[src/hw/rtl/hpt_pkg.sv]
// Shared types and constants for the homogeneous point transform.
`default_nettype none

package hpt_pkg;

  localparam int NUM_LANES   = 4;
  localparam int MAT_ENTRIES = 16;
  localparam int IDX_W       = 4;
  localparam int FIELD_W     = 32;

  typedef enum logic {
    OP_LOAD  = 1'b0,
    OP_XFORM = 1'b1
  } op_e;

  // Stage enables handed from the top-level control to the lanes and the merge stage.
  typedef struct packed {
    logic en_mul;
    logic en_sum;
    logic en_out;
  } pipe_ctl_t;

endpackage

`default_nettype wire

[src/hw/rtl/hpt_merge.sv]
// Merge stage: saturates each lane sum and combines the lane overflow flags.
`default_nettype none

module hpt_merge #(
  parameter int VW = 32,
  parameter int SW = 50
) (
  input  wire                       clk_i,
  input  wire hpt_pkg::pipe_ctl_t   ctl_i,
  input  wire logic signed [SW-1:0] sum_i  [hpt_pkg::NUM_LANES],
  output logic [hpt_pkg::FIELD_W-1:0] comp_o [hpt_pkg::NUM_LANES],
  output logic                      sat_o
);
  import hpt_pkg::*;

  localparam logic signed [VW-1:0] MAX_V = {1'b0, {(VW-1){1'b1}}};
  localparam logic signed [VW-1:0] MIN_V = {1'b1, {(VW-1){1'b0}}};

  logic signed [VW-1:0] clip [NUM_LANES];
  logic [NUM_LANES-1:0] ovf;
  logic [FIELD_W-1:0]   comp_q [NUM_LANES];
  logic                 sat_q;

  // A sum fits when all bits from the top down to the result's sign bit agree.
  always_comb begin
    for (int r = 0; r < NUM_LANES; r++) begin
      ovf[r] = !((&sum_i[r][SW-1:VW-1]) || !(|sum_i[r][SW-1:VW-1]));
      if (!ovf[r]) begin
        clip[r] = sum_i[r][VW-1:0];
      end else if (sum_i[r][SW-1]) begin
        clip[r] = MIN_V;
      end else begin
        clip[r] = MAX_V;
      end
    end
  end

  always_ff @(posedge clk_i) begin
    if (ctl_i.en_out) begin
      for (int r = 0; r < NUM_LANES; r++) begin
        comp_q[r] <= FIELD_W'(clip[r]);
      end
      sat_q <= |ovf;
    end
  end

  assign comp_o = comp_q;
  assign sat_o  = sat_q;

endmodule

`default_nettype wire

[config.mk]
export PLATFORM = sky130hd
export DESIGN_NAME = hpt_merge
export DESIGN_NICKNAME = d
export VERILOG_FILES = /design/src/hw/rtl/hpt_pkg.sv /design/src/hw/rtl/hpt_merge.sv
export SDC_FILE = /design/constraint.sdc
export NUM_CORES = 1
export LEC_CHECK = 0
export ABC_AREA = 1
export BUFFER_PORTS_ARGS = -buffer_cell sky130_fd_sc_hd__buf_2
export CAP_MARGIN = 20
export CORE_AREA = 2 2 130 132
export CTS_BUF_LIST = sky130_fd_sc_hd__clkbuf_4 sky130_fd_sc_hd__clkbuf_8
export DETAILED_ROUTE_END_ITERATION = 16
export DIE_AREA = 0 0 132 134
export GPL_ROUTABILITY_DRIVEN = 1
export MAX_ROUTING_LAYER = met4
export PLACE_DENSITY = 0.75
export SYNTH_ARGS = -nofsm -noshare
export SYNTH_HDL_FRONTEND = slang
export SYNTH_SLANG_ARGS = --single-unit
[constraint.sdc]
create_clock -name clk_i -period 1.7 [get_ports clk_i]
set_clock_uncertainty 0.2 [all_clocks]
set_input_delay 0.255 -clock clk_i [delete_from_list [all_inputs] [get_ports clk_i]]
set_output_delay 0.255 -clock clk_i [all_outputs]
set_load 0.02 [all_outputs]
==> impl_metrics.yaml, run 1 <==
clocking:
  cts.clk_slew.worst_paths_ps: 80
  cts_setup_buffers: 0
  cts_tree: "built"
  cts_num_sinks: 129
  h-tree-depth: 4
  cts_buffers: 17
  root_buffer: "clkbuf_8"
  cts_buffer_depth: 2
synth:
  ys_warn_count: 0
  syn_area_sq_um: 5663
  synthTopCellsByCount: "292 x nand2_1, 129 x edfxtp_1, 55 x nor2_1"
  synthCells: 540
  synth_cell_types: 19
  synth_top_cell_by_area: "edfxtp_1"
  syn_avg_cell_area_sq_um: 10.49
  synthArstFlopShare_pct: 0
  synth-edff-count: 129
  synth_top_area_share_pct: 68.40
  synth_most_common_cell: "nand2_1"
  ys_seq_elements: 129
  synth_nets: 744
  synthFlopType: "edfxtp_1"
  synth_area_leaders: "edfxtp_1 68%, nand2_1 19%, nor2_1 3.6%, buf_6 3.0%, nand4_1 0.88%"
  yosysSeqAreaShare_pct: 68.40
power_and_ir_drop:
  power_frac_clock_pct: 35.6
  p_sw_uw: 2086
  power_frac_seq_pct: 47.5
  p_int_uw: 6006
  switching_share_pct: 25.78
  ir_drop_mv: 0.4777
  comb_power_share_pct: 17.0
  p_per_area_nw_per_um2: 853.3
  p_leak_uw: 0.004276
detailed_routing:
  totalWireLength_um: 18570
  drcViolationCount: 0
  dr.pass1.iters: 5
  avgRoutedWirePerCell_um: 14.89
  vias: 5684
  viasPerCell: 4.558
  drtIter0Drc: 297
  drtAntennaViolNets: 0
timing:
  worstMarginPinSlew_ps: 328.7
  hold_viol_final: 0
  finalSetupViolCount: 0
  min_period_over_period_pct: 97.23
  slew_headroom_pct: 78.08
  slew_viol_final: 0
  period_needed_ps: 1653
  clock.fmax_ghz: 0.6050
cells_and_area:
  fin_area_sq_um: 9483
  layout-drive-gt1-share_pct: 38.66
  diodes: 0
  fin_util_pct: 58.21
  synthToLayoutAreaGrowth_pct: 67.45
  nets: 1218
critical_path:
  cp-end-kind: "flip-flop"
  crit_family: "buffers and inverters"
  path_max_fanout: 8
  arrival_ps: 1640
  worst-endpoint-required_ps: 1690
  crit_path_frequent_cell: "nand2_1"
  crit_buf_inv: 3
  critPathKind: "in -> reg"
  start_kind: "input pin"
  slowest_stage: "dlygate4sd3_1"
  crit_chain: "dlygate4sd3_1 -> inv_2 -> nand2_1 -> nor2_2 -> nand3_2 -> nand3_4 -> clkbuf_16 -> nand2_1"
  slowest_delay_ps: 590
grt:
  grt_overflow_total: 0
  grt_pass1_vias: 5814
  track_usage_pct: 20.90
  grt_pass1_wl_um: 27940
  antenna_found_initial: 0
  grt_max_degree: 59
placed_design:
  dpl.hpwl_um: 11360
  gp_congestion: 0.8239
  numPortBuffers: 330
  placed_cell_area_sq_um: 7612
floorplan:
  ios: 333
  rows: 47
  dieArea_sq_um: 17690
  initial_core_util_pct: 34.76
  die-width_um: 132
  core_sq_um: 16290
  die_h_um: 134
min_path:
  hp-start: "sum_i[49]"
  hold_path.class: "in -> reg"
  holdPathStages: 4
  worstHoldEndpoint: "comp_o[17]"
run:
  maxCapViolCount: 0
outcome:
  status: "finished, final reports clean"
==> placed cells by master (no fill, tap or decap), types with 4 or more instances in the layout <==
master,netlist,routed
bufinv_16,0,4
inv_1,5,4
or2_1,6,6
buf_2,3,328
buf_12,0,10
nand2_1,292,291
dlygate4sd3_1,1,129
nor2_1,55,53
clkbuf_16,0,4
buf_4,6,10
clkbuf_8,0,17
nand3_1,6,5
edfxtp_1,129,129
nand4_1,8,8
==> power groups by stage <==
stage | Combinational (uW) | Sequential, uW | Clock, uW
6_report | 1370 | 3840 | 2880
5_1_grt | 1470 | 3860 | 3040
4_1_cts | 1340 | 3830 | 2940
3_5_place_dp | 1100 | 3900 | 0
3_3_place_gp | 1090 | 3900 | 0
2_1_floorplan | 159 | 4240 | 0
==> cells by family after synthesis <==
group | count (synthesis) | synth area share (%)
buffers and inverters | 33 | 4.750
and+or+nand+nor | 378 | 26.85
DFF | 129 | 68.40
==> what timing repair did <==
item	CTS	global route
setup endpoints to repair	0	63
resized for setup	0	12
hold buffers	129	1
endpoints found under the hold margin	137	1
==> cell type report <==
| class | instances | area [sq um] |
|---|---|---|
| clock buffer | 18 | 241.5 |
| clock inverter | 14 | 188.9 |
| fill | 1335 | 6807 |
| inverter | 5 | 18.77 |
| multi-input combinational | 378 | 1554 |
| sequential | 129 | 3874 |
| tap | 220 | 275.3 |
| timing repair buffer | 483 | 3331 |
==> registers in the layout (all words and copies together), names as in the netlist <==
register and cells:
sat_o 1, comp_o 128
==> metal layers <==
layer / vias up / global-route usage, % / share of wire (%)
met4: 0 / 10.63 / 3.6
met3: 50 / 4.006 / 6.8
li1: 2717 / - / -
met2: 305 / 37.64 / 53
met1: 2612 / 21.84 / 37
met5: - / - / 0
==> how the worst max path moves through the flow <==
stage | start | endpoint | depth (start not counted)
2_1_floorplan | sum_i[182] | comp_o[100] | 6
3_3_place_gp | sum_i[32] | comp_o[26] | 7
3_5_place_dp | sum_i[49] | comp_o[22] | 7
4_1_cts | sum_i[49] | comp_o[22] | 9
5_1_grt | sum_i[99] | comp_o[48] | 8
6_report | sum_i[99] | comp_o[34] | 8
==> per-stage QoR <==
stage	power (uW)	setup slack, ps	hold WS [ps]	TNS, ps	std cells
global placement	4983	17.63	283.0	0	1083
CTS	8110	19.91	237.6	0	1244
floorplan	4401	214.9	167.5	0	540
global route	8363	-18.92	235.0	-251.6	1247
detailed placement	5006	3.630	283.5	0	1083
finish	8092	47.09	240.6	0	1247
(Power assumes the default switching activity.)
==> run 2: changes to the inputs <==
--- a/config.mk
+++ b/config.mk
@@ -8,13 +8,14 @@
 export ABC_AREA = 1
 export BUFFER_PORTS_ARGS = -buffer_cell sky130_fd_sc_hd__buf_2
 export CAP_MARGIN = 20
-export CORE_AREA = 2 2 130 132
+export CORE_AREA = 2 2 128 130
 export CTS_BUF_LIST = sky130_fd_sc_hd__clkbuf_4 sky130_fd_sc_hd__clkbuf_8
 export DETAILED_ROUTE_END_ITERATION = 16
-export DIE_AREA = 0 0 132 134
+export DIE_AREA = 0 0 130 132
 export GPL_ROUTABILITY_DRIVEN = 1
 export MAX_ROUTING_LAYER = met4
-export PLACE_DENSITY = 0.75
+export PLACE_DENSITY = 0.8
+export SKIP_LAST_GASP = 1
 export SYNTH_ARGS = -nofsm -noshare
 export SYNTH_HDL_FRONTEND = slang
 export SYNTH_SLANG_ARGS = --single-unit
==> constraint.sdc (replaced) <==
create_clock -name clk_i -period 1.5 [get_ports clk_i]
set_clock_uncertainty 0.2 [all_clocks]
set_input_delay 0.225 -clock clk_i [delete_from_list [all_inputs] [get_ports clk_i]]
set_output_delay 0.225 -clock clk_i [all_outputs]
set_load 0.02 [all_outputs]
==> impl_metrics.yaml, run 2 (synthesis results as in run 1) <==
cells_and_area:
  nets: 1221
  layout-drive-gt1-share_pct: 38.35
  fillers: 1247
  final_common_cell: "buf_2"
  diodes: 0
  fin_util_pct: 59.72
  largest_reg_flops: 128
  synthToLayoutAreaGrowth_pct: 65.71
  mostFrequentLayoutCells: "328 x buf_2, 292 x nand2_1, 129 x edfxtp_1, 129 x dlygate4sd3_1, 55 x nor2_1"
  multi_input_area_sq_um: 1520
  fin_area_sq_um: 9384
  seqCellArea_sq_um: 3874
placed_design:
  dp_slack_ps: -197.9
  gp_congestion: 0.8589
  numPortBuffers: 330
  placed_cell_area_sq_um: 7690
  dpl.hpwl_um: 11470
power_and_ir_drop:
  p_leak_uw: 0.004257
  p_per_area_nw_per_um2: 948.2
  ir_drop_mv: 0.4750
  power.total_uw: 8897
clocking:
  cts_num_sinks: 129
  cts_tree: "built"
  root_buffer: "clkbuf_8"
  cts_buffer_depth: 2
  cts_setup_buffers: 0
  cts.clk_slew.worst_paths_ps: 70
  cts_buffers: 17
  h-tree-depth: 4
critical_path:
  worst-endpoint-required_ps: 1590
  start_kind: "input pin"
  cp-end-kind: "flip-flop"
  path_max_fanout: 9
  arrival_ps: 1540
  critPathKind: "in -> reg"
floorplan:
  die_h_um: 132
  ios: 333
  initial_core_util_pct: 36.04
  die-width_um: 130
  rows: 46
  core_sq_um: 15710
  dieArea_sq_um: 17160
timing:
  slew_headroom_pct: 81.62
  finalSetupViolCount: 0
  period_needed_ps: 1456
  rsz0062_at_grt: "false"
  slew_viol_final: 0
  min_period_over_period_pct: 97.04
  setup_ws_ps: 44.35
  hold_viol_final: 0
  tns_ps: 0
  clock.fmax_ghz: 0.6870
  worstMarginPinSlew_ps: 275.7
detailed_routing:
  avgRoutedWirePerCell_um: 13.90
  totalWireLength_um: 17320
  vias: 5546
  drtAntennaViolNets: 0
  dr.pass1.iters: 5
  drcViolationCount: 0
  viasPerCell: 4.451
  drtIter0Drc: 270
grt:
  grt_pass1_wl_um: 27020
  grt_pass1_vias: 5789
  grt_max_degree: 39
  grt_overflow_total: 0
  track_usage_pct: 20.78
  antenna_found_initial: 0
outcome:
  status: "finished, final reports clean"
min_path:
  hold_path.class: "in -> reg"
run:
  maxCapViolCount: 0
==> run 2: final cells by class <==
type,count,share of cell area (%)
flip-flops and latches,129,41.28
repair buffers,486,35.17
multi-input cells,378,16.20
well taps,216,2.880
clock buffers,17,2.493
clock inverters,15,1.773
inverters,5,0.2000
==> run 2: path summary, 6_finish.rpt <==
path	from	end	slack (ps)	cells after the start
setup / recovery	sum_i[149]	comp_o[68]	40	6
hold / removal	sum_i[147]	sat_o	220	7
==> run 2: critical path, stage by stage <==
cell and delay [ps]:
buf_2 110, dlygate4sd3_1 560, buf_4 140, nand3b_1 210
buf_4 210, nand2_1 90
==> run 2: repair_timing <==
action / CTS / global route
endpoints found under the setup margin: 0 / 1
resized for setup: 0 / 2
endpoints found under the hold margin: 137 / 0
hold buffers: 129 / 0
==> run 2: power breakdown <==
group | switching [uW] | internal (uW) | leakage, uW
Clock | 1370 | 1630 | 0.000199
Sequential | 72.9 | 4280 | 0.00126
Combinational | 839 | 710 | 0.00280
Total | 2280 | 6620 | 0.00426
==> run 2: per-layer routing <==
metal | GRT usage, % | share of wire (%)
met5 | - | 0
met4 | 7.049 | 2.0
met1 | 21.98 | 38
met3 | 5.763 | 7.3
met2 | 36.91 | 53
==> run 2: stage by stage <==
stage / hold WS [ps] / std cells
2_1_floorplan: 137.5 / 540
3_3_place_gp: 244.8 / 1085
3_5_place_dp: 251.0 / 1085
4_1_cts: 205.8 / 1246
5_1_grt: 238.8 / 1246
6_report: 224.5 / 1246
==> run 3: changes to the inputs <==
--- a/config.mk
+++ b/config.mk
@@ -5,7 +5,6 @@
 export SDC_FILE = /design/constraint.sdc
 export NUM_CORES = 1
 export LEC_CHECK = 0
-export ABC_AREA = 1
 export BUFFER_PORTS_ARGS = -buffer_cell sky130_fd_sc_hd__buf_2
 export CAP_MARGIN = 20
 export CORE_AREA = 2 2 128 130
@@ -14,7 +13,7 @@
 export DIE_AREA = 0 0 130 132
 export GPL_ROUTABILITY_DRIVEN = 1
 export MAX_ROUTING_LAYER = met4
-export PLACE_DENSITY = 0.8
+export PLACE_DENSITY = 0.79
 export SKIP_LAST_GASP = 1
 export SYNTH_ARGS = -nofsm -noshare
 export SYNTH_HDL_FRONTEND = slang
==> impl_metrics.yaml, run 3 <==
outcome:
  status: "finished, violations left"
  violations: "setup timing"
power_and_ir_drop:
  p_leak_uw: 0.004554
  p_per_area_nw_per_um2: 867.8
  power.total_uw: 8774
  ir_drop_mv: 0.6198
floorplan:
  initial_core_util_pct: 35.71
  ios: 333
  rows: 46
  die-width_um: 130
  core_sq_um: 15710
  dieArea_sq_um: 17160
  die_h_um: 132
grt:
  grt_max_degree: 40
  track_usage_pct: 20.70
  antenna_found_initial: 3
  grt_pass1_vias: 5472
  grt_pass1_wl_um: 26650
  grt_overflow_total: 0
critical_path:
  slowest_delay_ps: 260
  arrival_ps: 1560
  path_max_fanout: 6
  crit_path_frequent_cell: "nor4_2"
  critPathKind: "in -> reg"
  crit_chain: "buf_2 -> nor4_2 -> nand4_1 -> nor4_2 -> buf_4 -> a311oi_4 -> clkbuf_16 -> a21o_2"
  worst-endpoint-required_ps: 1480
  cp-end-kind: "flip-flop"
  slowest_stage: "nor4_2"
  start_kind: "input pin"
synth:
  synth_most_common_cell: "edfxtp_1"
  synthCells: 342
  synth_top_cell_by_area: "edfxtp_1"
  syn_area_sq_um: 5610
  synth_area_leaders: "edfxtp_1 69%, a21o_2 13%, a21o_1 5.2%, buf_6 3.6%, nand4_1 2.3%"
  synth_cell_types: 16
  ys_warn_count: 0
  synth-edff-count: 129
  synth_top_area_share_pct: 69.05
  syn_avg_cell_area_sq_um: 16.40
  synth_nets: 546
  synthFlopType: "edfxtp_1"
  yosysSeqAreaShare_pct: 69.05
  synthArstFlopShare_pct: 0
  ys_seq_elements: 129
  synthTopCellsByCount: "129 x edfxtp_1, 85 x a21o_2, 39 x a21o_1"
cells_and_area:
  layout-drive-gt1-share_pct: 60.78
  largest_reg_flops: 128
  fin_area_sq_um: 10110
  fillers: 1088
  fin_util_pct: 64.35
  mostFrequentLayoutCells: "304 x buf_2, 129 x edfxtp_1, 128 x dlygate4sd3_1, 59 x a21o_2, 39 x a21o_1"
  multi_input_area_sq_um: 1926
  synthToLayoutAreaGrowth_pct: 80.22
  seqCellArea_sq_um: 3874
  nets: 1041
  final_common_cell: "buf_2"
min_path:
  hold_path.class: "in -> reg"
detailed_routing:
  avgRoutedWirePerCell_um: 18.22
  totalWireLength_um: 19480
  dr.pass1.iters: 5
  drtAntennaViolNets: 0
  met2WireLength_um: 10440
  wl_met3_um: 1238
  drt-met1-wl_um: 6954
  drcViolationCount: 0
  vias: 5247
  drtIter0Drc: 298
  maxUsedRoutingLayer: "met4"
  viasPerCell: 4.908
timing:
  slew_viol_final: 0
  min_period_over_period_pct: 105.9
  rsz0062_at_grt: "true"
  hold_viol_final: 0
  worstMarginPinSlew_ps: 725.2
  setup_ws_ps: -87.89
  tns_ps: -2289
  slew_headroom_pct: 51.65
  clock.fmax_ghz: 0.6298
  period_needed_ps: 1588
  finalSetupViolCount: 70
clocking:
  cts_num_sinks: 129
  cts_buffers: 17
  h-tree-depth: 4
  cts_buffer_depth: 2
  cts_setup_buffers: 0
  root_buffer: "clkbuf_8"
  cts.clk_slew.worst_paths_ps: 70
  cts_tree: "built"
run:
  maxCapViolCount: 0
placed_design:
  numPortBuffers: 330
  dpl.hpwl_um: 11740
  gp_congestion: 0.8609
  placed_cell_area_sq_um: 7821
  dp_slack_ps: -507.3
-- run 3: per-layer routing --
metal	vias up	global-route usage, %
met2	283	36.50
li1	2378	-
met3	60	5.073
met4	0	10.87
met5	-	-
met1	2526	20.86
-- run 3: final cells by class --
cell class | instances | area share (%)
flip-flops and latches | 129 | 38.31
repair buffers | 504 | 36.57
multi-input cells | 185 | 19.04
well taps | 216 | 2.673
clock buffers | 17 | 2.314
clock inverters | 14 | 0.9900
diodes | 4 | 0.09900
-- run 3: logic make-up (layout without fill, tap and decap cells) --
logic type	after synthesis	after routing	synth area share, %
compound gates	132	132	20.07
simple gates	53	53	5.999
buf+inv	28	535	4.884
other cells	0	4	0
flops	129	129	69.05
-- run 3: worst paths after layout --
path	start	end	slack [ps]	cells after the start
worst max-delay path	sum_i[183]	comp_o[105]	-90	8
worst min-delay path	ctl_i[0]	comp_o[31]	110	2
-- run 3: what timing repair did --
| item | CTS | global route |
|---|---|---|
| hold buffers | 128 | 0 |
| endpoints found under the hold margin | 128 | 0 |
| pin swaps | 0 | 3 |
| setup endpoints to repair | 55 | 126 |
| gates resized for setup | 4 | 108 |
| gates cloned | 0 | 11 |
-- run 3: power breakdown --
group / leakage, uW / internal, uW / switching [uW] / total [uW]
Combinational: 0.00313 / 900 / 937 / 1840
Clock: 0.000163 / 1260 / 1320 / 2580
Sequential: 0.00126 / 4280 / 77.2 / 4360
-- run 3: per-stage QoR --
step	cells	hold WS (ps)
finish	1069	110.8
global route	1068	75.26
CTS	1054	71.06
detailed placement	895	297.9
global placement	895	292.4
floorplan	342	137.5
-- run 3: critical path: cells and delay by family --
kind	cells	cell delay, ps
simple gates	3	540
buf+inv	3	520
compound gates	2	270
